$ cat config.mk
export PLATFORM = sky130hd
export DESIGN_NAME = led_breathe_sequencer_unit
export DESIGN_NICKNAME = d
export VERILOG_FILES = /design/src/rtl/lbs_pkg.sv /design/src/rtl/led_breathe_sequencer_unit.sv /design/src/rtl/lbs_prescale.sv /design/src/rtl/lbs_seq.sv /design/src/rtl/lbs_outbuf.sv
export SDC_FILE = /design/constraint.sdc
export NUM_CORES = 1
export LEC_CHECK = 0
export ABC_AREA = 0
export BUFFER_PORTS_ARGS = -buffer_cell sky130_fd_sc_hd__buf_4
export CAP_MARGIN = 20
export CELL_PAD_IN_SITES_DETAIL_PLACEMENT = 1
export CELL_PAD_IN_SITES_GLOBAL_PLACEMENT = 2
export CORE_MARGIN = 2
export CORE_UTILIZATION = 43
export CTS_BUF_LIST = sky130_fd_sc_hd__clkbuf_8
export DETAILED_ROUTE_END_ITERATION = 8
export PLACE_DENSITY = 0.95
export SLEW_MARGIN = 20
export SYNTH_ARGS = -nofsm -noshare
export SYNTH_HDL_FRONTEND = slang
export SYNTH_SLANG_ARGS = --single-unit
$ cat constraint.sdc
create_clock -name i_clk -period 5.8 [get_ports i_clk]
set_input_delay 0.87 -clock i_clk [delete_from_list [all_inputs] [get_ports i_clk]]
set_output_delay 0.87 -clock i_clk [all_outputs]
set_load 0.01 [all_outputs]
$ cat src/rtl/lbs_pkg.sv
// Shared types, codes and the brightness table for the LED breathing sequencer.
// No dependencies.
`default_nettype none

package lbs_pkg;

    localparam int unsigned CntW   = 8;
    localparam int unsigned DutyW  = 5;
    localparam int unsigned ColW   = 2;
    localparam int unsigned IdxW   = 6;
    localparam logic [CntW-1:0]  StepTop  = 8'd63;
    localparam logic [DutyW-1:0] LevelDark = 5'd1;

    // configuration register indexes
    localparam logic [1:0] RegTickGap    = 2'd0;
    localparam logic [1:0] RegHoldBright = 2'd1;
    localparam logic [1:0] RegHoldDark   = 2'd2;

    // phase codes as they appear on the result
    localparam logic [1:0] PhRise   = 2'd0;
    localparam logic [1:0] PhBright = 2'd1;
    localparam logic [1:0] PhFall   = 2'd2;
    localparam logic [1:0] PhDark   = 2'd3;

    typedef enum logic [3:0] {
        S_RISE   = 4'b0001,
        S_BRIGHT = 4'b0010,
        S_FALL   = 4'b0100,
        S_DARK   = 4'b1000
    } t_phase;

    typedef struct packed {
        logic [CntW-1:0] tick_gap;
        logic [CntW-1:0] hold_bright;
        logic [CntW-1:0] hold_dark;
    } t_cfg;

    typedef struct packed {
        logic [DutyW-1:0] blue_duty;
        logic [DutyW-1:0] orange_duty;
        logic [1:0]       phase;
    } t_res;

    function automatic logic [DutyW-1:0] level_lookup(input logic [IdxW-1:0] idx);
        logic [DutyW-1:0] lv;
        begin
            case (idx)
                6'd0, 6'd1, 6'd2, 6'd3:             lv = 5'd1;
                6'd4, 6'd5, 6'd6, 6'd7:             lv = 5'd2;
                6'd8, 6'd9, 6'd10, 6'd11:           lv = 5'd3;
                6'd12, 6'd13, 6'd14:                lv = 5'd4;
                6'd15, 6'd16, 6'd17:                lv = 5'd5;
                6'd18, 6'd19, 6'd20:                lv = 5'd6;
                6'd21, 6'd22, 6'd23:                lv = 5'd7;
                6'd24, 6'd25, 6'd26:                lv = 5'd8;
                6'd27, 6'd28:                       lv = 5'd9;
                6'd29, 6'd30:                       lv = 5'd10;
                6'd31, 6'd32:                       lv = 5'd11;
                6'd33, 6'd34:                       lv = 5'd12;
                6'd35, 6'd36:                       lv = 5'd13;
                6'd37, 6'd38:                       lv = 5'd14;
                6'd39, 6'd40:                       lv = 5'd15;
                6'd41, 6'd42:                       lv = 5'd16;
                6'd43, 6'd44:                       lv = 5'd17;
                6'd45, 6'd46:                       lv = 5'd18;
                6'd47, 6'd48:                       lv = 5'd19;
                6'd49, 6'd50:                       lv = 5'd20;
                6'd51, 6'd52:                       lv = 5'd21;
                6'd53, 6'd54:                       lv = 5'd22;
                6'd55, 6'd56:                       lv = 5'd23;
                6'd57:                              lv = 5'd24;
                6'd58:                              lv = 5'd25;
                6'd59:                              lv = 5'd26;
                6'd60:                              lv = 5'd27;
                6'd61:                              lv = 5'd28;
                6'd62:                              lv = 5'd29;
                default:                            lv = 5'd31;
            endcase
            return lv;
        end
    endfunction

endpackage

`default_nettype wire

$ cat src/rtl/led_breathe_sequencer_unit.sv
// LED breathing fade sequencer, top level.
// Instantiates lbs_prescale, lbs_seq and lbs_outbuf; depends on lbs_pkg.
//
// Usage:
//  - Input channel: one word per tick (i_in_valid, o_in_stall, i_colour_code).
//    A word is taken at a clock edge with i_in_valid high and o_in_stall low.
//  - The prescaler fires once every tick_gap words (0 or 1: every word).
//    Each firing word yields one result word; other words yield nothing.
//  - Output channel: o_out_valid, i_out_stall, o_blue_duty, o_orange_duty,
//    o_phase. A result is taken when o_out_valid is high and i_out_stall low.
//  - The result of a firing word is registered in the output buffer.
//  - Throughput: one word per cycle unless stalled; state update and table lookup
//    finish in the cycle a word is taken; the result register decouples outputs.
//  - Stall: a skid entry behind the result register absorbs one word while
//    the receiver stalls; o_in_stall rises only when that entry is occupied.
//  - Config: i_cfg_we writes register i_cfg_index (0 tick_gap, 1 hold_bright,
//    2 hold_dark); index 3 is ignored. Write only while idle.
//  - Reset (synchronous, active low): tick_gap 1, holds 0, sequencer in the
//    rise phase at table index 0, output buffer empty.
`default_nettype none

module led_breathe_sequencer_unit
    import lbs_pkg::*;
(
    input  wire logic             i_clk,
    input  wire logic             i_rst_n,
    input  wire logic             i_cfg_we,
    input  wire logic [1:0]       i_cfg_index,
    input  wire logic [CntW-1:0]  i_cfg_data,
    input  wire logic             i_in_valid,
    output logic                  o_in_stall,
    input  wire logic [ColW-1:0]  i_colour_code,
    output logic                  o_out_valid,
    input  wire logic             i_out_stall,
    output logic [DutyW-1:0]      o_blue_duty,
    output logic [DutyW-1:0]      o_orange_duty,
    output logic [1:0]            o_phase
);

    t_cfg r_cfg;
    logic in_take;
    logic fire;
    t_res seq_res;
    t_res out_res;
    logic buf_full;

    // configuration registers
    always_ff @(posedge i_clk) begin
        if (!i_rst_n) begin
            r_cfg.tick_gap    <= 8'd1;
            r_cfg.hold_bright <= '0;
            r_cfg.hold_dark   <= '0;
        end else if (i_cfg_we) begin
            case (i_cfg_index)
                RegTickGap:    r_cfg.tick_gap    <= i_cfg_data;
                RegHoldBright: r_cfg.hold_bright <= i_cfg_data;
                RegHoldDark:   r_cfg.hold_dark   <= i_cfg_data;
                default:       ;
            endcase
        end
    end

    assign o_in_stall = buf_full;
    assign in_take    = i_in_valid && !buf_full;

    lbs_prescale u_prescale (
        .i_clk      (i_clk),
        .i_rst_n    (i_rst_n),
        .i_take     (in_take),
        .i_tick_gap (r_cfg.tick_gap),
        .o_fire     (fire)
    );

    // step the sequencer only on firing words
    lbs_seq u_seq (
        .i_clk         (i_clk),
        .i_rst_n       (i_rst_n),
        .i_step        (in_take && fire),
        .i_cfg         (r_cfg),
        .i_colour_code (i_colour_code),
        .o_res         (seq_res)
    );

    lbs_outbuf u_outbuf (
        .i_clk       (i_clk),
        .i_rst_n     (i_rst_n),
        .i_res_valid (in_take && fire),
        .i_res       (seq_res),
        .i_out_stall (i_out_stall),
        .o_full      (buf_full),
        .o_valid     (o_out_valid),
        .o_res       (out_res)
    );

    assign o_blue_duty   = out_res.blue_duty;
    assign o_orange_duty = out_res.orange_duty;
    assign o_phase       = out_res.phase;

endmodule

`default_nettype wire

$ cat src/rtl/lbs_prescale.sv
// Tick prescaler: counts accepted words and flags the ones that fire a step.
// Depends on lbs_pkg.
`default_nettype none

module lbs_prescale
    import lbs_pkg::*;
(
    input  wire logic            i_clk,
    input  wire logic            i_rst_n,
    input  wire logic            i_take,
    input  wire logic [CntW-1:0] i_tick_gap,
    output logic                 o_fire
);

    logic [CntW-1:0] r_count;
    logic [CntW-1:0] n_count;
    logic [CntW-1:0] cnt_inc;

    always_comb begin
        cnt_inc = r_count + 8'd1;
        o_fire  = (cnt_inc >= i_tick_gap);
        n_count = o_fire ? '0 : cnt_inc;
    end

    always_ff @(posedge i_clk) begin
        if (!i_rst_n) begin
            r_count <= '0;
        end else if (i_take) begin
            r_count <= n_count;
        end
    end

endmodule

`default_nettype wire

$ cat src/rtl/lbs_seq.sv
// Four-phase breathing sequencer: phase and step registers plus level lookup.
// Depends on lbs_pkg.
`default_nettype none

module lbs_seq
    import lbs_pkg::*;
(
    input  wire logic            i_clk,
    input  wire logic            i_rst_n,
    input  wire logic            i_step,
    input  wire t_cfg            i_cfg,
    input  wire logic [ColW-1:0] i_colour_code,
    output t_res                 o_res
);

    t_phase          r_phase, n_phase;
    logic [CntW-1:0] r_step, n_step;
    logic [CntW-1:0] step_inc;
    logic [DutyW-1:0] level;

    always_comb begin
        step_inc = r_step + 8'd1;
        n_phase  = r_phase;
        n_step   = r_step;
        level    = LevelDark;
        o_res.phase = PhRise;
        case (r_phase)
            S_RISE: begin
                o_res.phase = PhRise;
                level  = level_lookup(r_step[IdxW-1:0]);
                n_step = step_inc;
                if (step_inc > StepTop) begin
                    if (i_cfg.hold_bright != '0) begin
                        n_phase = S_BRIGHT;
                        n_step  = '0;
                    end else begin
                        n_phase = S_FALL;
                        n_step  = StepTop;
                    end
                end
            end
            S_BRIGHT: begin
                o_res.phase = PhBright;
                level  = level_lookup(StepTop[IdxW-1:0]);
                n_step = step_inc;
                if (step_inc >= i_cfg.hold_bright) begin
                    n_phase = S_FALL;
                    n_step  = StepTop;
                end
            end
            S_FALL: begin
                o_res.phase = PhFall;
                level = level_lookup(r_step[IdxW-1:0]);
                if (r_step != '0) begin
                    n_step = r_step - 8'd1;
                end else begin
                    n_phase = (i_cfg.hold_dark != '0) ? S_DARK : S_RISE;
                end
            end
            S_DARK: begin
                o_res.phase = PhDark;
                level  = LevelDark;
                n_step = step_inc;
                if (step_inc >= i_cfg.hold_dark) begin
                    n_phase = S_RISE;
                    n_step  = '0;
                end
            end
            default: begin
                n_phase = S_RISE;
                n_step  = '0;
            end
        endcase
        o_res.blue_duty   = i_colour_code[0] ? level : '0;
        o_res.orange_duty = i_colour_code[1] ? level : '0;
    end

    // advance only on a firing tick
    always_ff @(posedge i_clk) begin
        if (!i_rst_n) begin
            r_phase <= S_RISE;
            r_step  <= '0;
        end else if (i_step) begin
            r_phase <= n_phase;
            r_step  <= n_step;
        end
    end

endmodule

`default_nettype wire

$ cat src/rtl/lbs_outbuf.sv
// Result register with one skid entry, so input acceptance never waits on
// the output stall combinationally. Depends on lbs_pkg.
`default_nettype none

module lbs_outbuf
    import lbs_pkg::*;
(
    input  wire logic i_clk,
    input  wire logic i_rst_n,
    input  wire logic i_res_valid,
    input  wire t_res i_res,
    input  wire logic i_out_stall,
    output logic      o_full,
    output logic      o_valid,
    output t_res      o_res
);

    logic r_out_valid, r_skid_valid;
    t_res r_out, r_skid;
    logic out_take;

    assign out_take = r_out_valid && !i_out_stall;
    assign o_full   = r_skid_valid;
    assign o_valid  = r_out_valid;
    assign o_res    = r_out;

    always_ff @(posedge i_clk) begin
        if (!i_rst_n) begin
            r_out_valid  <= 1'b0;
            r_skid_valid <= 1'b0;
        end else if (r_skid_valid) begin
            // drain skid first; nothing new arrives while it is full
            if (out_take) begin
                r_out_valid  <= 1'b1;
                r_skid_valid <= 1'b0;
            end
        end else if (!r_out_valid || out_take) begin
            r_out_valid <= i_res_valid;
        end else if (i_res_valid) begin
            r_skid_valid <= 1'b1;
        end
    end

    always_ff @(posedge i_clk) begin
        if (r_skid_valid) begin
            if (out_take) begin
                r_out <= r_skid;
            end
        end else if (!r_out_valid || out_take) begin
            if (i_res_valid) begin
                r_out <= i_res;
            end
        end else if (i_res_valid) begin
            r_skid <= i_res;
        end
    end

endmodule

`default_nettype wire

==> metrics.cfg, run 1 <==
[synth]
ys_seq_area_share_pct = 37.1
syn-cell-area_mm2 = 0.00469
synth_flop_cell = dfxtp_1
yosysUniqueCellTypes = 75
yosys_register_bits = 75
syn_inst = 524
synthesis.nets = 573
yosysWarnings = 0
avgSynthCellArea_um2 = 8.95
yosys.area.top_type_share_pct = 21.8
synth_top_area_cell = dfxtp_1
async_flop_share_pct = 0
synth_top_cells_by_area = dfxtp_1 22%, edfxtp_1 15%, ha_1 8.5%
synth_edf_count = 24

[setup_path]
required_ns = 6.06
slowest_stage = dfxtp_1
rr_worst_depth = 18
rr_startpoint = u_seq.r_step[0]$_SDFFE_PN0N_
cp_cell_sequence = ha_1 > and4_1 > nand2_1 > xor2_1 > inv_1 > ha_1 > a21o_1 > a21oi_1 > nand2_1 > o21ai_1 > o311ai_0 > a31oi_1 > inv_1 > ha_1 > inv_1 > o21ai_1 > a221o_1 > o211a_1
critPathMaxStageDelay_ns = 0.57
crit_fanout = 9
arrival_ns = 4.90
worst_setup_path_start_kind = flop
worstSetupPathType = reg -> reg
end_kind = flop
r2r_slack_ns = 1.16

[finish]
synthToLayoutAreaGrowth_pct = 10.5
drive_gt1_share_pct = 14.5
diodes = 0
fin_cells = 691
layout.nets = 595

[sta]
postLayoutSetupSlackWorst_ns = 1.16
slew_headroom_pct = 34.9
fin_crit_ns = 4.64
worstMarginPinSlew_ns = 0.963
setup_viol = 0
skew_ns = 0.0105
fin_hold_ws_ns = 0.486
finalSetupTns_ns = 0
hold_viol_final = 0
fmax_ghz = 0.216
slew_viol_final = 0
period_share_pct = 79.9
rsz0062_at_grt = no

[drt]
vias = 3943
drc_errors = 0
drtIter0Drc = 219
wl_mm = 12.1
final_antenna_net_count = 0
drt_first_pass_iters = 4
vias_per_cell = 5.71
wl_per_cell_um = 17.5

[cts]
post_cts_buffers = 0
cts_tree = done
ctsHtreeMaxLevel = 3
hold_buffers = 0
clock_path_buffers = 2
clk_pin_slew_ns = 0.09
root_buffer = clkbuf_8
clkSinkCount = 75
clk_latency_ns = 0.36
cts_resized = 0
cts_buffers = 9

[floorplan]
die_x_um = 108
rows = 38
core_area_mm2 = 0.0107
start_util_pct = 43.6
die_area_mm2 = 0.0118
pin_count = 31
die_h_um = 108

[global_route]
grt_use_total_pct = 21.8
grt_pass1_wl_mm = 20.1
antenna_found_initial = 0
grt_start_max_net_pins = 38
grt_overflow = 0
first_global_vias = 3981

[job]
drv_cap = 0

[placement]
dp_slack_ns = 1.27
port_buffers = 30
hpwlAfterDp_mm = 9.03
dpl.cell_count = 675
routabilityCongestion = 0.904

[worst_hold_path]
whs_path_depth = 2
hold_path_class = reg -> reg
hp-start = u_prescale.r_count[7]$_SDFFE_PN0P_
min_to = u_prescale.r_count[7]$_SDFFE_PN0P_

[pwr]
ir_drop_mv = 0.130
pwr_density_cell_mw_per_mm2 = 270
power.leakage_uw = 0.00214

[outcome]
status = finished, final reports clean

## registers in the layout (all words and copies together), names as in the netlist, named ones only
register            cells
u_outbuf.r_skid        12
u_seq.r_step            8
u_outbuf.o_res         12
u_prescale.r_count      8
u_outbuf.o_full         1
r_cfg                  24
u_seq.r_phase           4
u_outbuf.o_valid        1
## final cells by class
| cell class | instances | area (um^2) |
|---|---|---|
| Timing Repair Buffer | 36 | 270 |
| Clock buffer | 9 | 124 |
| Fill cell | 1265 | 5560 |
| Sequential cell | 75 | 1740 |
| Multi-Input combinational cell | 387 | 2630 |
| Inverter | 37 | 139 |
| Clock inverter | 7 | 100 |
| Tap cell | 140 | 175 |
## how the worst max path moves through the flow
stage	endpoint	startpoint	slack, ns	depth (start not counted)
after floorplan	flop	u_prescale.r_count[2]$_SDFFE_PN0P_	2.03	16
after global placement	flop	u_seq.r_step[0]$_SDFFE_PN0N_	1.39	18
after detailed placement	flop	u_seq.r_step[0]$_SDFFE_PN0N_	1.27	18
after CTS	flop	u_seq.r_step[0]$_SDFFE_PN0N_	1.23	18
after global routing	flop	u_prescale.r_count[0]$_SDFFE_PN0P_	0.87	15
final	flop	u_seq.r_step[0]$_SDFFE_PN0N_	1.16	18
## stage by stage
step | util (%) | power, uW | cell area, um^2
after floorplan | - | 841 | 4690
after global placement | 46.1 | 930 | 4960
after detailed placement | 46.1 | 946 | 4960
after CTS | 48.2 | 1410 | 5180
after global routing | 48.2 | 1470 | 5180
final | 48.2 | 1400 | 5180
## placed cells by master (no fill, tap or decap), types with 6 or more instances in the layout
cell / synthesis / final
a21oi_1: 33 / 33
o31ai_1: 9 / 9
mux2i_1: 21 / 21
nand2b_1: 6 / 6
xnor2_1: 11 / 11
o211ai_1: 6 / 6
nand2_1: 41 / 41
clkbuf_8: 5 / 9
o21ai_0: 18 / 18
ha_1: 32 / 32
nor2_1: 73 / 73
a211oi_1: 7 / 7
nor3_1: 6 / 6
o21ai_1: 6 / 6
inv_1: 36 / 36
nand3_1: 14 / 14
dfxtp_1: 51 / 51
buf_4: 0 / 36
edfxtp_1: 24 / 24
xor2_1: 7 / 7
## worst max-delay path: cells and delay by family (launching register included)
kind                     cells  cell delay [ns]
AND/OR/NAND/NOR              3             0.51
flip-flops                   1             0.57
buffers and inverters        3             0.40
adder cells (fa/ha/maj)      3             0.87
XOR/XNOR                     1             0.23
AO/OA/AOI/OAI                8             1.96
## cells in the mapped netlist (5+ instances only)
cell / count
nand2_1: 41
o31ai_1: 9
nand3_1: 14
nand2b_1: 6
o211ai_1: 6
a211oi_1: 7
o21ai_0: 18
o21ai_1: 6
o21a_1: 5
nor3_1: 6
dfxtp_1: 51
edfxtp_1: 24
xor2_1: 7
nand3b_1: 5
xnor2_1: 11
ha_1: 32
clkbuf_1: 12
nor4b_1: 5
a21oi_1: 33
clkbuf_8: 5
mux2_2: 5
mux2i_1: 21
inv_1: 36
nor2_1: 73
## where the power goes
| part | switching (uW) | leakage, uW | internal [uW] | total (uW) |
|---|---|---|---|---|
| registers | 26.8 | 0.000639 | 575 | 602 |
| clock network | 216 | 0.000102 | 245 | 461 |
| logic | 201 | 0.00139 | 135 | 335 |
| total | 444 | 0.00214 | 955 | 1400 |
## kinds of logic after synthesis
family	after synthesis	share of synthesized area (%)
AND/OR/NAND/NOR	182	19.2
AO/OA/AOI/OAI	127	18.8
flip-flops	75	37.1
buffers and inverters	62	6.75
adder cells (fa/ha/maj)	32	8.54
multiplexers	28	6.24
XOR/XNOR	18	3.36
## routing by layer
layer	global-route usage [%]	up-vias	wire length, um
met2	36.1	62	5630
met3	3.86	17	347
met5	0	-	0
li1	-	1923	-
met4	7.14	0	211
met1	28.8	1941	5910
Note: power is estimated with default switching activity, not from simulation.
==> run 2: changes to the inputs <==
--- a/config.mk
+++ b/config.mk
@@ -11,10 +11,10 @@
 export CELL_PAD_IN_SITES_DETAIL_PLACEMENT = 1
 export CELL_PAD_IN_SITES_GLOBAL_PLACEMENT = 2
 export CORE_MARGIN = 2
-export CORE_UTILIZATION = 43
+export CORE_UTILIZATION = 39
 export CTS_BUF_LIST = sky130_fd_sc_hd__clkbuf_8
 export DETAILED_ROUTE_END_ITERATION = 8
-export PLACE_DENSITY = 0.95
+export PLACE_DENSITY = 0.91
 export SLEW_MARGIN = 20
 export SYNTH_ARGS = -nofsm -noshare
 export SYNTH_HDL_FRONTEND = slang
==> constraint.sdc (replaced) <==
create_clock -name i_clk -period 4.6 [get_ports i_clk]
set_input_delay 0.69 -clock i_clk [delete_from_list [all_inputs] [get_ports i_clk]]
set_output_delay 0.69 -clock i_clk [all_outputs]
set_load 0.01 [all_outputs]
==> run 2 against run 1 <==
Sequential share of layout area is 0.30 points lower. Register-to-register slack got worse by 0.83 ns. Combinational power grew 28%. Clock skew fell by 0.0018 ns. Worst setup slack worse by 0.83 ns. Non-clock buffer count increased by 5. Global-route usage fell by 1.9 points. Final area is 1.0% higher. Critical path depth is 2 lower. Core utilization shrank 4.1 points. Highest routed layer unchanged.
==> metrics.cfg, run 2 (synthesized netlist as in run 1, its figures left out) <==
[cts]
clk_pin_slew_ns = 0.08  ; about the same
hold_buffers = 0  ; unchanged
clk_latency_ns = 0.36  ; about the same
clkSinkCount = 75  ; unchanged
ctsHtreeMaxLevel = 3  ; unchanged
cts_tree = done
clock_path_buffers = 2  ; unchanged
cts_buffers = 9  ; unchanged
root_buffer = clkbuf_8

[sta]
fmax_ghz = 0.234  ; +8.6%
fin_crit_ns = 4.27  ; -0.369 ns
skew_ns = 0.00867  ; -0.00179 ns
worstMarginPinSlew_ns = 0.969  ; +0.00578 ns
period_share_pct = 92.8  ; +13 points
setup_viol = 0  ; unchanged
slew_viol_final = 0  ; unchanged
postLayoutSetupSlackWorst_ns = 0.333  ; -0.831 ns
fin_hold_ws_ns = 0.476  ; -0.0106 ns
slew_headroom_pct = 35.2  ; +0.28 points
hold_viol_final = 0  ; unchanged

[floorplan]
die_area_mm2 = 0.0129  ; +9.9%
rows = 40  ; +5.3%
die_x_um = 114  ; +4.8%
die_h_um = 114  ; +4.8%
core_area_mm2 = 0.0119  ; +10%
pin_count = 31  ; unchanged
start_util_pct = 39.5  ; -4.1 points

[setup_path]
crit_fanout = 8  ; -1
rr_startpoint = u_prescale.r_count[2]$_SDFFE_PN0P_
rr_worst_depth = 16  ; -2
worst_setup_path_start_kind = flop
arrival_ns = 4.53  ; -0.37 ns
worstSetupPathType = reg -> reg
r2r_slack_ns = 0.33  ; -0.83 ns
end_kind = flop
required_ns = 4.86  ; -1.20 ns
worstSetupStartpoint = u_prescale.r_count[2]$_SDFFE_PN0P_

[global_route]
grt_use_total_pct = 20.0  ; -1.9 points
antenna_found_initial = 0  ; unchanged
first_global_vias = 4064  ; +2.1%
grt_overflow = 0  ; unchanged
grt_start_max_net_pins = 32  ; -16%
grt_pass1_wl_mm = 20.3  ; +0.62%

[finish]
drive_gt1_share_pct = 15.6  ; +1.1 points
largest_reg_flops = 24  ; unchanged
nFillCells = 1403  ; +11%
multiInputGateArea_mm2 = 0.00264  ; +0.24%
layout_common_cells = 73 x nor2_1, 49 x dfxtp_1, 41 x nand2_1, 41 x buf_4, 36 x inv_1
fin_cells = 703  ; +1.7%
diodes = 0  ; unchanged
synthToLayoutAreaGrowth_pct = 11.6
regMostFlops = r_cfg
layout.nets = 600  ; +0.84%
final_common_cell = nor2_1
seqCellArea_mm2 = 0.00174  ; +0.14%

[pwr]
power.leakage_uw = 0.00217  ; +1.7%
ir_drop_mv = 0.221  ; +69%
pwr_density_cell_mw_per_mm2 = 338  ; +25%

[drt]
drt_first_pass_iters = 5  ; +1
vias_per_cell = 5.58  ; -2.2%
final_antenna_net_count = 0  ; unchanged
wl_mm = 12.3  ; +1.3%
drtIter0Drc = 249  ; +14%
wl_per_cell_um = 17.4  ; -0.46%
vias = 3924  ; -0.48%
drc_errors = 0  ; unchanged

[outcome]
status = finished, final reports clean

[job]
drv_cap = 0  ; unchanged

[worst_hold_path]
whs_path_depth = 2  ; unchanged
hold_path_class = reg -> reg

[placement]
hpwlAfterDp_mm = 9.36  ; +3.6%
routabilityCongestion = 0.953  ; +5.4%
dpl.cell_count = 686  ; +1.6%
port_buffers = 30  ; unchanged
dp_slack_ns = 0.260  ; -1.01 ns

run 2: per-layer routing:
| layer | vias up | track usage [%] | part of all wire (%) |
|---|---|---|---|
| met5 | - | 0 | 0 |
| met1 | 1900 | 24.9 | 45 |
| met3 | 19 | 3.88 | 4.2 |
| met2 | 76 | 34.6 | 49 |
| met4 | 0 | 6.91 | 1.6 |
| li1 | 1929 | - | - |
run 2: cell type report:
type	instances	area share (%)
inverters	37	2.65
clock buffers	9	2.37
clock inverters	7	1.89
multi-input cells	387	50.4
flip-flops and latches	75	33.3
repair buffers	41	5.88
well taps	147	3.51
run 2: report_power, final:
part / total [uW] / internal, uW / switching, uW
Combinational: 430 / 178 / 252
Sequential: 762 / 726 / 35.4
Clock: 576 / 309 / 267
Total: 1770 / 1210 / 555
run 2: how the worst min path moves through the flow:
stage	startpoint	endpoint
detailed placement	u_prescale.r_count[7]$_SDFFE_PN0P_	u_prescale.r_count[7]$_SDFFE_PN0P_
CTS	u_prescale.r_count[7]$_SDFFE_PN0P_	u_prescale.r_count[7]$_SDFFE_PN0P_
global placement	u_prescale.r_count[7]$_SDFFE_PN0P_	u_prescale.r_count[7]$_SDFFE_PN0P_
floorplan	u_prescale.r_count[7]$_SDFFE_PN0P_	u_prescale.r_count[7]$_SDFFE_PN0P_
finish	u_prescale.r_count[7]$_SDFFE_PN0P_	u_prescale.r_count[7]$_SDFFE_PN0P_
global route	u_prescale.r_count[7]$_SDFFE_PN0P_	u_prescale.r_count[7]$_SDFFE_PN0P_
run 2: timing repair:
action | CTS | global route
setup buffers | 0 | 1
setup endpoints to repair | 0 | 2
gates resized for setup | 0 | 3
run 2: through the flow:
step	setup TNS (ns)	util [%]	total power (uW)	cell area, um^2
2_1_floorplan	0	-	1060	4690
5_1_grt	-0.0105	44.1	1860	5240
6_report	0	44.1	1770	5240
4_1_cts	0	44.0	1770	5220
3_5_place_dp	0	42.1	1190	5000
3_3_place_gp	0	42.1	1180	5000
run 2: worst max-delay path, stage by stage (launching register included):
cell,delay (ns)
dfxtp_1,0.40
and3_1,0.25
and3_1,0.25
nand3_1,0.11
xnor2_1,0.15
ha_1,0.34
nand4_1,0.12
o31a_1,0.41
nor3_4,0.39
o311ai_0,0.26
a31oi_1,0.35
inv_1,0.12
ha_1,0.26
inv_1,0.15
o21ai_1,0.14
a221o_1,0.34
o211a_1,0.13
